--- src/tse_pkg.sv ---
// Shared types and constants for the topological sort engine.
package tse_pkg;

  // Fixed field widths of the channels
  localparam int VERTEX_W = 5;
  localparam int MODE_W   = 2;
  localparam int COUNT_W  = 6;

  // Input transaction modes
  localparam logic [MODE_W-1:0] MODE_EDGE  = 2'd0;
  localparam logic [MODE_W-1:0] MODE_CLEAR = 2'd1;
  localparam logic [MODE_W-1:0] MODE_RUN   = 2'd2;

  // Vertex count after reset
  localparam logic [COUNT_W-1:0] VERTEX_COUNT_RESET = 6'd32;

  // Sequencer states
  typedef enum logic [2:0] {
    ST_IDLE,
    ST_COUNT,
    ST_POP,
    ST_SCAN,
    ST_EMIT
  } tse_state_t;

  // Commands from the sequencer to the adjacency bitmap
  typedef struct packed {
    logic                wr_en;
    logic                clr;
    logic [VERTEX_W-1:0] wr_row;
    logic [VERTEX_W-1:0] wr_col;
    logic [VERTEX_W-1:0] rd_row;
    logic [VERTEX_W-1:0] rd_col;
  } tse_adj_cmd_t;

endpackage

--- src/tse_channels.sv ---
// Channel interfaces of the topological sort engine.
interface tse_in_if;
  logic                           valid;
  logic                           ready;
  logic [tse_pkg::MODE_W-1:0]     mode;
  logic [tse_pkg::VERTEX_W-1:0]   src_vertex;
  logic [tse_pkg::VERTEX_W-1:0]   dst_vertex;
  modport source (output valid, mode, src_vertex, dst_vertex, input ready);
  modport sink (input valid, mode, src_vertex, dst_vertex, output ready);
endinterface

interface tse_out_if;
  logic                           valid;
  logic                           ready;
  logic [tse_pkg::VERTEX_W-1:0]   vertex_id;
  logic                           cycle_found;
  logic                           last;
  modport source (output valid, vertex_id, cycle_found, last, input ready);
  modport sink (input valid, vertex_id, cycle_found, last, output ready);
endinterface

interface tse_cfg_if;
  logic                           valid;
  logic                           ready;
  logic [tse_pkg::COUNT_W-1:0]    vertex_count;
  modport source (output valid, vertex_count, input ready);
  modport sink (input valid, vertex_count, output ready);
endinterface

--- src/tse_adj_store.sv ---
// Adjacency bitmap: one row per source vertex, one bit per destination.
module tse_adj_store #(
  parameter int NUM_V = 32
) (
  input  logic                  clk,
  input  logic                  rst_n,
  input  tse_pkg::tse_adj_cmd_t cmd,
  output logic                  rd_bit
);

  localparam int IW = $clog2(NUM_V);

  logic [NUM_V-1:0] rows_r [NUM_V];

  // Edge writes set one bit; a clear or reset wipes the whole bitmap at once.
  always_ff @(posedge clk) begin
    if (!rst_n || cmd.clr) begin
      for (int i = 0; i < NUM_V; i++) begin
        rows_r[i] <= '0;
      end
    end else if (cmd.wr_en) begin
      rows_r[cmd.wr_row[IW-1:0]][cmd.wr_col[IW-1:0]] <= 1'b1;
    end
  end

  // Single read port: one bit of one row per cycle.
  assign rd_bit = rows_r[cmd.rd_row[IW-1:0]][cmd.rd_col[IW-1:0]];

endmodule

--- src/tse_seq.sv ---
// Sequencer: in-degree count, ready queue walk and result emission.
module tse_seq #(
  parameter int NUM_V = 32
) (
  input  logic                             clk,
  input  logic                             rst_n,
  input  logic [$clog2(NUM_V+1)-1:0]       n_eff,
  input  logic                             in_valid,
  output logic                             in_ready,
  input  logic [tse_pkg::MODE_W-1:0]       in_mode,
  input  logic [tse_pkg::VERTEX_W-1:0]     in_src,
  input  logic [tse_pkg::VERTEX_W-1:0]     in_dst,
  output logic                             out_valid,
  input  logic                             out_ready,
  output logic [tse_pkg::VERTEX_W-1:0]     out_vertex_id,
  output logic                             out_cycle_found,
  output logic                             out_last,
  output tse_pkg::tse_adj_cmd_t            adj_cmd,
  input  logic                             adj_bit
);

  localparam int IW = $clog2(NUM_V);
  localparam int CW = $clog2(NUM_V + 1);

  tse_pkg::tse_state_t state_r, state_nxt;

  logic [CW-1:0] v_r, v_nxt;
  logic [CW-1:0] w_r, w_nxt;
  logic [CW-1:0] d_r, d_nxt;
  logic [CW-1:0] head_r, head_nxt;
  logic [CW-1:0] tail_r, tail_nxt;
  logic [CW-1:0] k_r, k_nxt;
  logic [IW-1:0] cur_r, cur_nxt;

  logic [tse_pkg::VERTEX_W-1:0] vid_r, vid_nxt;
  logic                         cyc_r, cyc_nxt;
  logic                         last_r, last_nxt;

  // In-degree table and ready queue; the queue also holds the finished order.
  logic [CW-1:0] indeg_r [NUM_V];
  logic [IW-1:0] fifo_r [NUM_V];

  logic          indeg_we;
  logic [CW-1:0] indeg_wdata;
  logic          fifo_we;
  logic [IW-1:0] fifo_rd;
  logic [CW-1:0] fifo_raddr;
  logic [CW-1:0] indeg_rd;
  logic [CW-1:0] cnt;
  logic          in_fire;
  logic          w_last;
  logic          v_last;

  assign in_fire  = in_valid && in_ready;
  assign w_last   = (w_r + CW'(1)) == n_eff;
  assign v_last   = (v_r + CW'(1)) == n_eff;
  assign cnt      = d_r + CW'(adj_bit);
  assign indeg_rd = indeg_r[w_r[IW-1:0]];

  // Queue read address: the emit index while emitting, else the head, or entry zero once the queue is empty.
  always_comb begin
    if (state_r == tse_pkg::ST_EMIT) begin
      fifo_raddr = k_r;
    end else if (head_r == tail_r) begin
      fifo_raddr = '0;
    end else begin
      fifo_raddr = head_r;
    end
  end
  assign fifo_rd = fifo_r[fifo_raddr[IW-1:0]];

  // Control registers
  always_ff @(posedge clk) begin
    if (!rst_n) begin
      state_r <= tse_pkg::ST_IDLE;
      v_r     <= '0;
      w_r     <= '0;
      d_r     <= '0;
      head_r  <= '0;
      tail_r  <= '0;
      k_r     <= '0;
    end else begin
      state_r <= state_nxt;
      v_r     <= v_nxt;
      w_r     <= w_nxt;
      d_r     <= d_nxt;
      head_r  <= head_nxt;
      tail_r  <= tail_nxt;
      k_r     <= k_nxt;
    end
  end

  // Payload registers and tables
  always_ff @(posedge clk) begin
    cur_r  <= cur_nxt;
    vid_r  <= vid_nxt;
    cyc_r  <= cyc_nxt;
    last_r <= last_nxt;
    if (indeg_we) begin
      indeg_r[w_r[IW-1:0]] <= indeg_wdata;
    end
    if (fifo_we) begin
      fifo_r[tail_r[IW-1:0]] <= w_r[IW-1:0];
    end
  end

  // Next state and outputs
  always_comb begin
    state_nxt   = state_r;
    v_nxt       = v_r;
    w_nxt       = w_r;
    d_nxt       = d_r;
    head_nxt    = head_r;
    tail_nxt    = tail_r;
    k_nxt       = k_r;
    cur_nxt     = cur_r;
    vid_nxt     = vid_r;
    cyc_nxt     = cyc_r;
    last_nxt    = last_r;
    indeg_we    = 1'b0;
    indeg_wdata = cnt;
    fifo_we     = 1'b0;
    in_ready    = 1'b0;
    out_valid   = 1'b0;
    adj_cmd     = '0;
    adj_cmd.wr_row = in_src;
    adj_cmd.wr_col = in_dst;
    adj_cmd.rd_col = tse_pkg::VERTEX_W'(w_r);
    adj_cmd.rd_row = tse_pkg::VERTEX_W'(v_r);

    case (state_r)
      tse_pkg::ST_IDLE: begin
        in_ready = 1'b1;
        if (in_fire) begin
          case (in_mode)
            tse_pkg::MODE_EDGE: begin
              adj_cmd.wr_en = (6'(in_src) < 6'(n_eff)) && (6'(in_dst) < 6'(n_eff));
            end
            tse_pkg::MODE_CLEAR: begin
              adj_cmd.clr = 1'b1;
            end
            tse_pkg::MODE_RUN: begin
              v_nxt     = '0;
              w_nxt     = '0;
              d_nxt     = '0;
              head_nxt  = '0;
              tail_nxt  = '0;
              state_nxt = tse_pkg::ST_COUNT;
            end
            default: begin
            end
          endcase
        end
      end

      // Column w summed over rows v, one bit per cycle.
      tse_pkg::ST_COUNT: begin
        if (v_last) begin
          indeg_we    = 1'b1;
          indeg_wdata = cnt;
          if (cnt == '0 && tail_r < n_eff) begin
            fifo_we  = 1'b1;
            tail_nxt = tail_r + CW'(1);
          end
          d_nxt = '0;
          v_nxt = '0;
          if (w_last) begin
            w_nxt     = '0;
            state_nxt = tse_pkg::ST_POP;
          end else begin
            w_nxt = w_r + CW'(1);
          end
        end else begin
          v_nxt = v_r + CW'(1);
          d_nxt = cnt;
        end
      end

      // Take the next ready vertex, or finish the run.
      tse_pkg::ST_POP: begin
        if (head_r == tail_r) begin
          state_nxt = tse_pkg::ST_EMIT;
          if (tail_r == n_eff) begin
            vid_nxt  = tse_pkg::VERTEX_W'(fifo_rd);
            cyc_nxt  = 1'b0;
            last_nxt = (n_eff == CW'(1));
            k_nxt    = CW'(1);
          end else begin
            vid_nxt  = '0;
            cyc_nxt  = 1'b1;
            last_nxt = 1'b1;
          end
        end else begin
          cur_nxt   = fifo_rd;
          head_nxt  = head_r + CW'(1);
          w_nxt     = '0;
          state_nxt = tse_pkg::ST_SCAN;
        end
      end

      // Visit successors of the current vertex in index order.
      tse_pkg::ST_SCAN: begin
        adj_cmd.rd_row = tse_pkg::VERTEX_W'(cur_r);
        if (adj_bit && indeg_rd != '0) begin
          indeg_we    = 1'b1;
          indeg_wdata = indeg_rd - CW'(1);
          if (indeg_rd == CW'(1) && tail_r < n_eff) begin
            fifo_we  = 1'b1;
            tail_nxt = tail_r + CW'(1);
          end
        end
        if (w_last) begin
          state_nxt = tse_pkg::ST_POP;
        end else begin
          w_nxt = w_r + CW'(1);
        end
      end

      // Hand out the order, or the cycle report, one transaction at a time.
      tse_pkg::ST_EMIT: begin
        out_valid = 1'b1;
        if (out_ready) begin
          if (last_r) begin
            state_nxt = tse_pkg::ST_IDLE;
          end else begin
            vid_nxt  = tse_pkg::VERTEX_W'(fifo_rd);
            last_nxt = (k_r + CW'(1)) == n_eff;
            k_nxt    = k_r + CW'(1);
          end
        end
      end

      default: begin
        state_nxt = tse_pkg::ST_IDLE;
      end
    endcase
  end

  assign out_vertex_id   = vid_r;
  assign out_cycle_found = cyc_r;
  assign out_last        = last_r;

endmodule

--- src/topological_sort_engine_core.sv ---
// Top level of the topological sort engine.
//
//  Channel  | Direction | Contents
//  in_chan  | sink      | mode, src_vertex, dst_vertex
//  out_chan | source    | vertex_id, cycle_found, last
//  cfg_chan | sink      | vertex_count (always ready)
//
// Edge and clear transactions are accepted whenever the engine is idle.
// A run first counts in-degrees and then walks the ready queue; the single read
// port of the adjacency bitmap, one bit per cycle, paces both phases.
// Results then leave one per cycle while out_chan is ready; input is held off
// until the last one is taken. Reset clears the bitmap and sets vertex_count to 32.
module topological_sort_engine_core #(
  parameter int MAX_VERTICES = 32
) (
  input  logic      clk,
  input  logic      rst_n,
  tse_in_if.sink    in_chan,
  tse_out_if.source out_chan,
  tse_cfg_if.sink   cfg_chan
);

  localparam int NV = (MAX_VERTICES < 32) ? MAX_VERTICES : 32;
  localparam int CW = $clog2(NV + 1);
  localparam logic [tse_pkg::COUNT_W-1:0] NV_C = tse_pkg::COUNT_W'(NV);

  logic [tse_pkg::COUNT_W-1:0] vertex_count_r;
  logic [CW-1:0]               n_eff;
  tse_pkg::tse_adj_cmd_t       adj_cmd;
  logic                        adj_bit;

  // Configuration register
  assign cfg_chan.ready = 1'b1;
  always_ff @(posedge clk) begin
    if (!rst_n) begin
      vertex_count_r <= tse_pkg::VERTEX_COUNT_RESET;
    end else if (cfg_chan.valid) begin
      vertex_count_r <= cfg_chan.vertex_count;
    end
  end

  // Effective vertex count, kept between one and the bitmap size.
  always_comb begin
    if (vertex_count_r == '0) begin
      n_eff = CW'(1);
    end else if (vertex_count_r > NV_C) begin
      n_eff = CW'(NV);
    end else begin
      n_eff = CW'(vertex_count_r);
    end
  end

  tse_adj_store #(
    .NUM_V (NV)
  ) u_adj (
    .clk    (clk),
    .rst_n  (rst_n),
    .cmd    (adj_cmd),
    .rd_bit (adj_bit)
  );

  tse_seq #(
    .NUM_V (NV)
  ) u_seq (
    .clk             (clk),
    .rst_n           (rst_n),
    .n_eff           (n_eff),
    .in_valid        (in_chan.valid),
    .in_ready        (in_chan.ready),
    .in_mode         (in_chan.mode),
    .in_src          (in_chan.src_vertex),
    .in_dst          (in_chan.dst_vertex),
    .out_valid       (out_chan.valid),
    .out_ready       (out_chan.ready),
    .out_vertex_id   (out_chan.vertex_id),
    .out_cycle_found (out_chan.cycle_found),
    .out_last        (out_chan.last),
    .adj_cmd         (adj_cmd),
    .adj_bit         (adj_bit)
  );

endmodule

--- src/flat_wrapper.sv ---
// flat-port wrapper written by rule: the top's interface ports become plain ports
module topological_sort_engine_core_flat 
#(
  parameter int MAX_VERTICES = 32
)
  (clk, rst_n, in_chan_valid, in_chan_mode, in_chan_src_vertex, in_chan_dst_vertex, in_chan_ready, out_chan_valid, out_chan_vertex_id, out_chan_cycle_found, out_chan_last, out_chan_ready, cfg_chan_valid, cfg_chan_vertex_count, cfg_chan_ready);
  tse_in_if in_chan_i ();
  tse_out_if out_chan_i ();
  tse_cfg_if cfg_chan_i ();
  input  logic clk;
  input  logic rst_n;
  input wire logic [$bits(in_chan_i.valid)-1:0] in_chan_valid;
  input wire logic [$bits(in_chan_i.mode)-1:0] in_chan_mode;
  input wire logic [$bits(in_chan_i.src_vertex)-1:0] in_chan_src_vertex;
  input wire logic [$bits(in_chan_i.dst_vertex)-1:0] in_chan_dst_vertex;
  output wire logic [$bits(in_chan_i.ready)-1:0] in_chan_ready;
  output wire logic [$bits(out_chan_i.valid)-1:0] out_chan_valid;
  output wire logic [$bits(out_chan_i.vertex_id)-1:0] out_chan_vertex_id;
  output wire logic [$bits(out_chan_i.cycle_found)-1:0] out_chan_cycle_found;
  output wire logic [$bits(out_chan_i.last)-1:0] out_chan_last;
  input wire logic [$bits(out_chan_i.ready)-1:0] out_chan_ready;
  input wire logic [$bits(cfg_chan_i.valid)-1:0] cfg_chan_valid;
  input wire logic [$bits(cfg_chan_i.vertex_count)-1:0] cfg_chan_vertex_count;
  output wire logic [$bits(cfg_chan_i.ready)-1:0] cfg_chan_ready;
  assign in_chan_i.valid = in_chan_valid;
  assign in_chan_i.mode = in_chan_mode;
  assign in_chan_i.src_vertex = in_chan_src_vertex;
  assign in_chan_i.dst_vertex = in_chan_dst_vertex;
  assign in_chan_ready = in_chan_i.ready;
  assign out_chan_valid = out_chan_i.valid;
  assign out_chan_vertex_id = out_chan_i.vertex_id;
  assign out_chan_cycle_found = out_chan_i.cycle_found;
  assign out_chan_last = out_chan_i.last;
  assign out_chan_i.ready = out_chan_ready;
  assign cfg_chan_i.valid = cfg_chan_valid;
  assign cfg_chan_i.vertex_count = cfg_chan_vertex_count;
  assign cfg_chan_ready = cfg_chan_i.ready;
  topological_sort_engine_core #(.MAX_VERTICES(MAX_VERTICES)) u_core (.clk(clk), .rst_n(rst_n), .in_chan(in_chan_i), .out_chan(out_chan_i), .cfg_chan(cfg_chan_i));
endmodule
--- config.mk ---
export PLATFORM = sky130hd
export DESIGN_NAME = topological_sort_engine_core_flat
export DESIGN_NICKNAME = d
export VERILOG_FILES = /design/src/tse_pkg.sv /design/src/tse_channels.sv /design/src/tse_adj_store.sv /design/src/tse_seq.sv /design/src/topological_sort_engine_core.sv /design/src/flat_wrapper.sv
export SDC_FILE = /design/constraint.sdc
export NUM_CORES = 2
export LEC_CHECK = 0
export ABC_CLOCK_PERIOD_IN_PS = 9700
export BUFFER_PORTS_ARGS = -buffer_cell sky130_fd_sc_hd__buf_4
export CAP_MARGIN = 5
export CELL_PAD_IN_SITES_DETAIL_PLACEMENT = 1
export CELL_PAD_IN_SITES_GLOBAL_PLACEMENT = 1
export CORE_UTILIZATION = 55
export CTS_BUF_LIST = sky130_fd_sc_hd__clkbuf_16
export CTS_CLUSTER_DIAMETER = 150
export DETAILED_ROUTE_END_ITERATION = 16
export PLACE_DENSITY_LB_ADDON = 0.1
export SKIP_LAST_GASP = 1
export SYNTH_ARGS = -nofsm -noshare
export SYNTH_HDL_FRONTEND = slang
export SYNTH_SLANG_ARGS = --single-unit
--- constraint.sdc ---
create_clock -name clk -period 9.7 [get_ports clk]
set_input_delay 0.485 -clock clk [delete_from_list [all_inputs] [get_ports clk]]
set_output_delay 0.485 -clock clk [all_outputs]
set_load 0.02 [all_outputs]
# Yosys cells after proc, flatten, opt, wreduce, memory -nomap -nowiden

Memories as Yosys holds them, arrays and structs flattened. A register that Yosys moved wholly into a read port is not among the register bits.
Cells that the tools add are included.

Output and inout port bits: 10
Memories kept: 3
Input bits: 23
RAM bits: 1376
Register bits: 57
Word-level logic and storage cells: 166

Memory list:

| memory               | depth | width | rd ports | clocked after Yosys merged registers in | wr ports | RTL line            | RTL |
|---|---|---|---|---|---|---|---|
| u_core.u_adj.rows_r  | 32    | 32    | 1        | 0                                       | 32       | tse_adj_store.sv:13 | `logic [NUM_V-1:0] rows_r [NUM_V];` |
| u_core.u_seq.indeg_r | 32    | 6     | 1        | 1                                       | 1        | tse_seq.sv:40       | `logic [CW-1:0] indeg_r [NUM_V];` |
| u_core.u_seq.fifo_r  | 32    | 5     | 1        | 0                                       | 1        | tse_seq.sv:41       | `logic [IW-1:0] fifo_r [NUM_V];` |

Multiplexer cells: 81
Add/subtract/negate cells: 7
Equality and inequality tests: 26
Reductions and logical operators: 29
Magnitude comparators: 7
Bitwise gates (word level): 1

Operators with widths:

| cell                                                  | number |
|---|---|
| two-way mux 6 bit                                     | 21 |
| two-way mux 32 bit                                    | 3 |
| two-way mux 5 bit                                     | 10 |
| case mux 6 bit (2 select lines)                       | 4 |
| OR reduction 32 bit                                   | 1 |
| adder 6 x 1 -> 6 bit (second input constant)          | 5 |
| == test 6 bit                                         | 5 |
| two-way mux 1 bit                                     | 25 |
| != test 2 bit (second input constant)                 | 12 |
| case mux 6 bit (4 select lines)                       | 1 |
| two-way mux 3 bit                                     | 7 |
| case mux 6 bit (3 select lines)                       | 1 |
| case mux 3 bit (5 select lines)                       | 1 |
| == test 6 x 1 -> 1 bit (second input constant)        | 2 |
| zero test 6 bit                                       | 2 |
| < comparator 5 x 6 -> 1 bit                           | 2 |
| < comparator 5 x 6 -> 1 bit (second input constant)   | 2 |
| case mux 5 bit (2 select lines)                       | 1 |
| AND reduction 5 bit                                   | 2 |
| AND reduction 4 bit                                   | 2 |
| AND reduction 7 bit                                   | 1 |
| adder 6 x 1 -> 6 bit                                  | 1 |
| == test 3 x 2 -> 1 bit (second input constant)        | 2 |
| greater-than comparator 6 bit (second input constant) | 1 |
| other kinds (25)                                      | 37 |

# Depth between registers and ports, before layout

Depth in word-level cells: 13
Depth in mapped cells: 27
Depth with buffers taken out: 22

# Hierarchy

From an unflattened synthesis, not the netlist that was laid out.

Cells, all modules: 5031
Area, all modules: 58118.2 sq um

By module, submodules not included:

| module                       | area an instance (sq um) | instances | cells each |
|---|---|---|---|
| tse_adj_store                | 39779.4                  | 1         | 3715 |
| tse_seq                      | 18062.3                  | 1         | 1287 |
| topological_sort_engine_core | 276.5                    | 1         | 29 |

# Least setup slack after synthesis

OpenSTA, ideal clock, no wires.

Kind: register to register
From: reg u_core.u_seq.w_r[0]
To: mem u_core.u_seq.indeg_r[0][4] (netlist bit), data pin
Data arrival time: 4.717 ns
Clock period less this slack: 5.171 ns
Slack: 4.529 ns
Path buffers: 2
Stages on the path, launching flop included: 18
Path through: dfxtp_1 -> clkbuf_1 -> inv_1 -> clkbuf_1 -> nor3_1 -> nor2_1 -> a2111oi_0 -> a211oi_1 -> nand4_1 -> o31ai_1 -> nor4_2 -> nand4_2 -> inv_1 -> ha_1 -> ha_1 -> nand3_1 -> xor2_1 -> o21ai_0

Longest elaborated chain between the ends: 5

RTL lines:

| element                                                   | RTL line                      | RTL |
|---|---|---|
| start, declared                                           | tse_seq.sv:28                 | `logic [CW-1:0] w_r, w_nxt;` |
| start signal, assigned                                    | tse_seq.sv:85                 | `w_r <= w_nxt;` |
| binary-select mux 1 bit (select 5 bit) (*)                | tse_adj_store.sv:27           | `assign rd_bit = rows_r[cmd.rd_row[IW-1:0]][cmd.rd_col[IW-1:0]];` |
| two-way mux 1 bit (implied by the code) (*)               | tse_adj_store.sv:27           |  |
| adder 6 x 1 -> 6 bit or logical AND 1 bit (tied branches) | tse_seq.sv:57, tse_seq.sv:204 |  |
| two-way mux 6 bit                                         | tse_seq.sv:204                | `if (adj_bit && indeg_rd != '0) begin` |
| two-way mux 6 bit (*)                                     | --                            |  |
| named net u_core.u_seq.indeg_wdata[4]                     | tse_seq.sv:44                 | `logic [CW-1:0] indeg_wdata;` |
| end, declared                                             | tse_seq.sv:40                 |  |

The timed path passes the listed nets; every way through them passes the cells marked *. The select of a mux whose other input is x is not followed.

# Final worst setup path

From: reg u_core.u_seq.state_r[0]
To: mem u_core.u_seq.fifo_r[15][3] (netlist bit), enable pin

Longest elaborated chain between the ends: 13

RTL lines:

| element                                     | RTL line            | RTL |
|---|---|---|
| start, declared                             | tse_seq.sv:25       | `tse_pkg::tse_state_t state_r, state_nxt;` |
| start signal, assigned                      | tse_seq.sv:75       | `state_r <= tse_pkg::ST_IDLE;` |
| start signal, assigned                      | tse_seq.sv:83       | `state_r <= state_nxt;` |
| == test 3 x 2 -> 1 bit                      | tse_seq.sv:131      | `case (state_r)` |
| two-way mux 5 bit                           | tse_seq.sv:131      |  |
| memory read (32 x 32 bit)                   | --                  |  |
| binary-select mux 1 bit (select 5 bit)      | tse_adj_store.sv:27 |  |
| two-way mux 1 bit (implied by the code)     | tse_adj_store.sv:27 |  |
| adder 6 x 1 -> 6 bit                        | tse_seq.sv:57       | `assign cnt = d_r + CW'(adj_bit);` |
| zero test 6 bit                             | tse_seq.sv:161      | `if (cnt == '0 && tail_r < n_eff) begin` |
| logical AND 1 bit                           | tse_seq.sv:161      |  |
| two-way mux 1 bit                           | tse_seq.sv:161      |  |
| two-way mux 1 bit                           | tse_seq.sv:158      | `if (v_last) begin` |
| case mux 1 bit (2 select lines) (*)         | tse_seq.sv:131      |  |
| two-way mux 1 bit (*)                       | tse_seq.sv:102      | `if (fifo_we) begin` |
| two-way mux 1 bit (implied by the code) (*) | tse_seq.sv:103      | `fifo_r[tail_r[IW-1:0]] <= w_r[IW-1:0];` |
| end, declared                               | tse_seq.sv:41       |  |

Every way passes the cells marked *; elsewhere a longest branch is shown, timed or not. The select of a mux whose other input is x is not followed.

==> impl_metrics.json <==
{
  "regToRegStartpoint": "u_core.u_seq.state_r[0]$_SDFFE_PN0P_",
  "cts.clk_slew.worst_paths_ns": 0.06,
  "syn-mean-instance-area_um2": 10.3,
  "cts_sinks": 1438,
  "status": "completed",
  "cts_setup_buffers": 0,
  "grt_pass1_vias": 52773,
  "clockBufferDepth": 3,
  "cp_data_arrival_time_ns": 8.80,
  "crit_path_cell_trace": "nand3b_4 -> buf_12 -> nand2_1 -> nand2_1 -> a311oi_1 -> nor4_1 -> nand4_1 -> nand4_1 -> a21oi_1 -> nand4_2 -> inv_1 -> ha_1 -> ha_1 -> nand3_1 -> xor2_1 -> nand3_1 -> nor4_1 -> nand2_1 -> nor3_1 -> a22o_4 -> nor3b_2",
  "power_density_mw_per_mm2": 218,
  "synth_top_area_share_pct": 34.2,
  "setup_slack_ns": 1.32,
  "min_to": "u_core.vertex_count_r[5]$_SDFFE_PN1P_",
  "r2r.worst_path.cells": 21,
  "synth_most_common_cell": "sky130_fd_sc_hd__dfxtp_1",
  "die_height_um": 340,
  "clock_latency_ns": 0.77,
  "area_of_the_die_mm2": 0.116,
  "dp_hpwl_um": 148000,
  "layout.nets": 5930,
  "cts_buffers": 153,
  "vdd_drop_max_v": 0.000225,
  "crit_fanout": 109,
  "post_cts.resized_instances": 0,
  "hold_path_depth": 3,
  "synth_nets": 6163,
  "postCtsHoldBufs": 3,
  "area_growth_pct": 9.53,
  "core_area_mm2": 0.113,
  "period_needed_ns": 8.38,
  "slew_viol_final": 0,
  "timing.critical_path.slowest_stage_cell": "sky130_fd_sc_hd__a311oi_1",
  "clock.fmax_mhz": 119,
  "io_pins": 33,
  "hold_violations": 0,
  "clockRootBuffer": "sky130_fd_sc_hd__clkbuf_16",
  "yosysWarnings": 0,
  "tritoncts": "yes",
  "antenna_found_initial": 7,
  "rsz0062_at_grt": "no",
  "critical-path-top-cell-by-count": "sky130_fd_sc_hd__nand2_1",
  "timing.critical_path.to_type": "flip-flop",
  "post-route-drc-count": 0,
  "grt_pass1_wl_um": 353000,
  "via_per_inst": 7.02,
  "globalplace.congestion": 0.950,
  "crit_path_max_incr_delay_ns": 1.10,
  "hold_path_class": "input port to flip-flop",
  "r2r_slack_ns": 1.32,
  "first_pass_iteration_count_of_the_detailed_router": 8,
  "setup_total_negative_slack_ns": 0,
  "post-route-period-util_pct": 86.4,
  "grt_start_max_net_pins": 234,
  "synth_enable_flop_cells": 364,
  "grt_util_all_layers_pct": 40.7,
  "synth.distinct_cells": 92,
  "wirelength_um": 240000,
  "ys_dominant_reg_cell": "sky130_fd_sc_hd__dfxtp_1",
  "fin_worst_skew_ns": 0.0286,
  "hold_path_startpoint": "cfg_chan_vertex_count[5]",
  "ys_top_cells_by_count": "1074 x sky130_fd_sc_hd__dfxtp_1, 1058 x sky130_fd_sc_hd__nand2_1, 596 x sky130_fd_sc_hd__o21ai_0",
  "synth_async_sr_flop_share_pct": 0,
  "buffer_ports.inserted": 31,
  "detailed_router_s_first_iteration_violation_count": 6980,
  "synth_seq_cells": 1438,
  "cap_viol_max_count": 0,
  "die_w_um": 340,
  "synthesis.area_mm2": 0.0630,
  "slew_headroom_pct": 10.3,
  "floorplan.initialDensity_pct": 55.7,
  "worstReg2RegEnd": "u_core.u_seq.fifo_r[15][3]$_DFFE_PP_",
  "cell_row_count": 123,
  "vias": 52718,
  "routed_wirelength_normalized_by_instance_count_um": 32.0,
  "synthesis.instances": 6110,
  "worst_slew_pin_slew_ns": 1.35,
  "area_leader_netlist": "sky130_fd_sc_hd__dfxtp_1",
  "post-place-ws_ns": 1.85,
  "cts-htree-levels": 4,
  "cp_top_family": "simple AND/OR/NAND/NOR gates",
  "leakage_nw": 24.0,
  "report.final.setup_viol": 0,
  "area_contributors_post_synth": "sky130_fd_sc_hd__dfxtp_1 34%, sky130_fd_sc_hd__edfxtp_1 17%, sky130_fd_sc_hd__a22o_1 7.2%, sky130_fd_sc_hd__nand2_1 6.3%, sky130_fd_sc_hd__mux4_2 6.3%",
  "worst-path-buf-inv": 2,
  "crit_required_ns": 10.11,
  "worstSetupPathType": "flip-flop to flip-flop",
  "yosysSeqAreaShare_pct": 51.5,
  "timing.critical_path.from_type": "flip-flop",
  "drive_above_1_share_pct": 11.3,
  "ant_nets": 0,
  "overflow_left_after_global_routing": 0
}
## layout by cell type (no fill, tap or decap), types with 16 or more instances in the layout
cell,netlist,final
sky130_fd_sc_hd__nand4_1,37,37
sky130_fd_sc_hd__nor4_1,24,24
sky130_fd_sc_hd__buf_4,30,159
sky130_fd_sc_hd__nand2b_1,18,18
sky130_fd_sc_hd__a22oi_1,18,18
sky130_fd_sc_hd__and3_1,58,58
sky130_fd_sc_hd__clkbuf_16,0,160
sky130_fd_sc_hd__nor2_2,0,23
sky130_fd_sc_hd__a32oi_1,29,28
sky130_fd_sc_hd__clkinv_1,1,34
sky130_fd_sc_hd__a211oi_1,154,154
sky130_fd_sc_hd__xor2_1,24,24
sky130_fd_sc_hd__a31oi_1,70,70
sky130_fd_sc_hd__o21ai_0,596,590
sky130_fd_sc_hd__nor2_1,158,135
sky130_fd_sc_hd__and2_1,77,77
sky130_fd_sc_hd__nor3_1,45,41
sky130_fd_sc_hd__ha_1,30,30
sky130_fd_sc_hd__a22o_1,517,517
sky130_fd_sc_hd__a21oi_1,129,126
sky130_fd_sc_hd__a221oi_1,20,20
sky130_fd_sc_hd__mux2i_1,312,308
sky130_fd_sc_hd__edfxtp_1,364,364
sky130_fd_sc_hd__a311oi_1,16,16
sky130_fd_sc_hd__o21a_1,18,17
sky130_fd_sc_hd__clkinv_2,0,28
sky130_fd_sc_hd__nor2b_1,44,44
sky130_fd_sc_hd__inv_1,35,74
sky130_fd_sc_hd__nand3_1,152,152
sky130_fd_sc_hd__a2111oi_0,28,27
sky130_fd_sc_hd__xnor2_1,20,20
sky130_fd_sc_hd__mux2_2,30,30
sky130_fd_sc_hd__mux4_2,175,175
sky130_fd_sc_hd__o22ai_1,31,31
sky130_fd_sc_hd__dfxtp_1,1074,1064
sky130_fd_sc_hd__nand2_1,1058,1055
## registers in the layout (all words and copies together) (netlist names), named ones only
name / flops
u_core.u_adj.rows_r: 1024
u_core.vertex_count_r: 6
u_core.u_seq.w_r: 6
u_core.u_seq.head_r: 6
u_core.u_seq.cur_r: 5
u_core.u_seq.fifo_r: 160
u_core.u_seq.k_r: 6
u_core.u_seq.v_r: 6
u_core.u_seq.d_r: 6
u_core.u_seq.state_r: 3
u_core.u_seq.out_vertex_id: 5
u_core.u_seq.tail_r: 6
u_core.u_seq.out_last: 1
u_core.u_seq.out_cycle_found: 1
u_core.u_seq.indeg_r: 192
## worst min-delay path, cell delays in order
cell and delay [ns]:
sky130_fd_sc_hd__buf_4 0.08, sky130_fd_sc_hd__nand2_1 0.06, sky130_fd_sc_hd__o211ai_1 0.11
## cell type report
cell class / count / area (µm²)
Antenna cell: 1 / 2.50
Clock buffer: 160 / 4000
Clock inverter: 123 / 866
Fill cell: 11876 / 44000
Inverter: 38 / 143
Multi-Input combinational cell: 4069 / 28100
Sequential cell: 1438 / 32500
Tap cell: 1500 / 1880
Timing Repair Buffer: 177 / 1520
## where the power goes
group	switching, mW	total (mW)	internal, mW
registers	0.151	6.36	6.21
logic	2.07	2.87	0.807
clock network	2.52	5.79	3.27
total	4.73	15.0	10.3
## cell families after synthesis
logic type	synth area share, %
XOR/XNOR	0.612
AO/OA/AOI/OAI	18.9
AND/OR/NAND/NOR	12.4
adder cells (fa/ha/maj)	0.596
buffers and inverters	4.20
other	0.00596
multiplexers	11.8
flip-flops	51.5
## per-layer routing
layer | global-route usage [%] | wire, µm | up-vias
li1 | - | - | 22108
met1 | 54.4 | 94800 | 26886
met2 | 62.4 | 108000 | 2954
met3 | 8.00 | 23300 | 760
met4 | 21.8 | 14300 | 10
met5 | 0 | 65 | -
## worst max path at each step
stage,from,slack (ns),end,cells past startpoint
6_report,u_core.u_seq.state_r[0]$_SDFFE_PN0P_,1.32,u_core.u_seq.fifo_r[15][3]$_DFFE_PP_,21
5_1_grt,u_core.u_seq.state_r[2]$_SDFFE_PN0P_,1.13,u_core.u_seq.fifo_r[15][1]$_DFFE_PP_,22
4_1_cts,u_core.u_seq.state_r[2]$_SDFFE_PN0P_,1.57,u_core.u_seq.fifo_r[15][3]$_DFFE_PP_,22
3_5_place_dp,u_core.u_seq.state_r[2]$_SDFFE_PN0P_,1.85,u_core.u_seq.fifo_r[15][0]$_DFFE_PP_,22
3_3_place_gp,u_core.u_seq.state_r[0]$_SDFFE_PN0P_,1.24,u_core.u_seq.fifo_r[31][3]$_DFFE_PP_,22
2_1_floorplan,u_core.u_seq.w_r[0]$_SDFFE_PN0P_,4.53,u_core.u_seq.indeg_r[0][4]$_DFFE_PP_,17
## metrics by stage
stage	instances	hold slack [ns]	power, mW	cell area (µm²)	utilization, %
after global placement	7218	0.429	9.18	64000	56.7
final	7506	0.0396	15.0	69000	61.0
after CTS	7504	0.00759	14.9	68900	61.0
after floorplan	6110	0.420	8.27	63000	-
after global routing	7505	0.0517	15.3	69000	61.0
after detailed placement	7218	0.442	9.22	64000	56.7
Note: power is estimated with default switching activity, not from simulation.
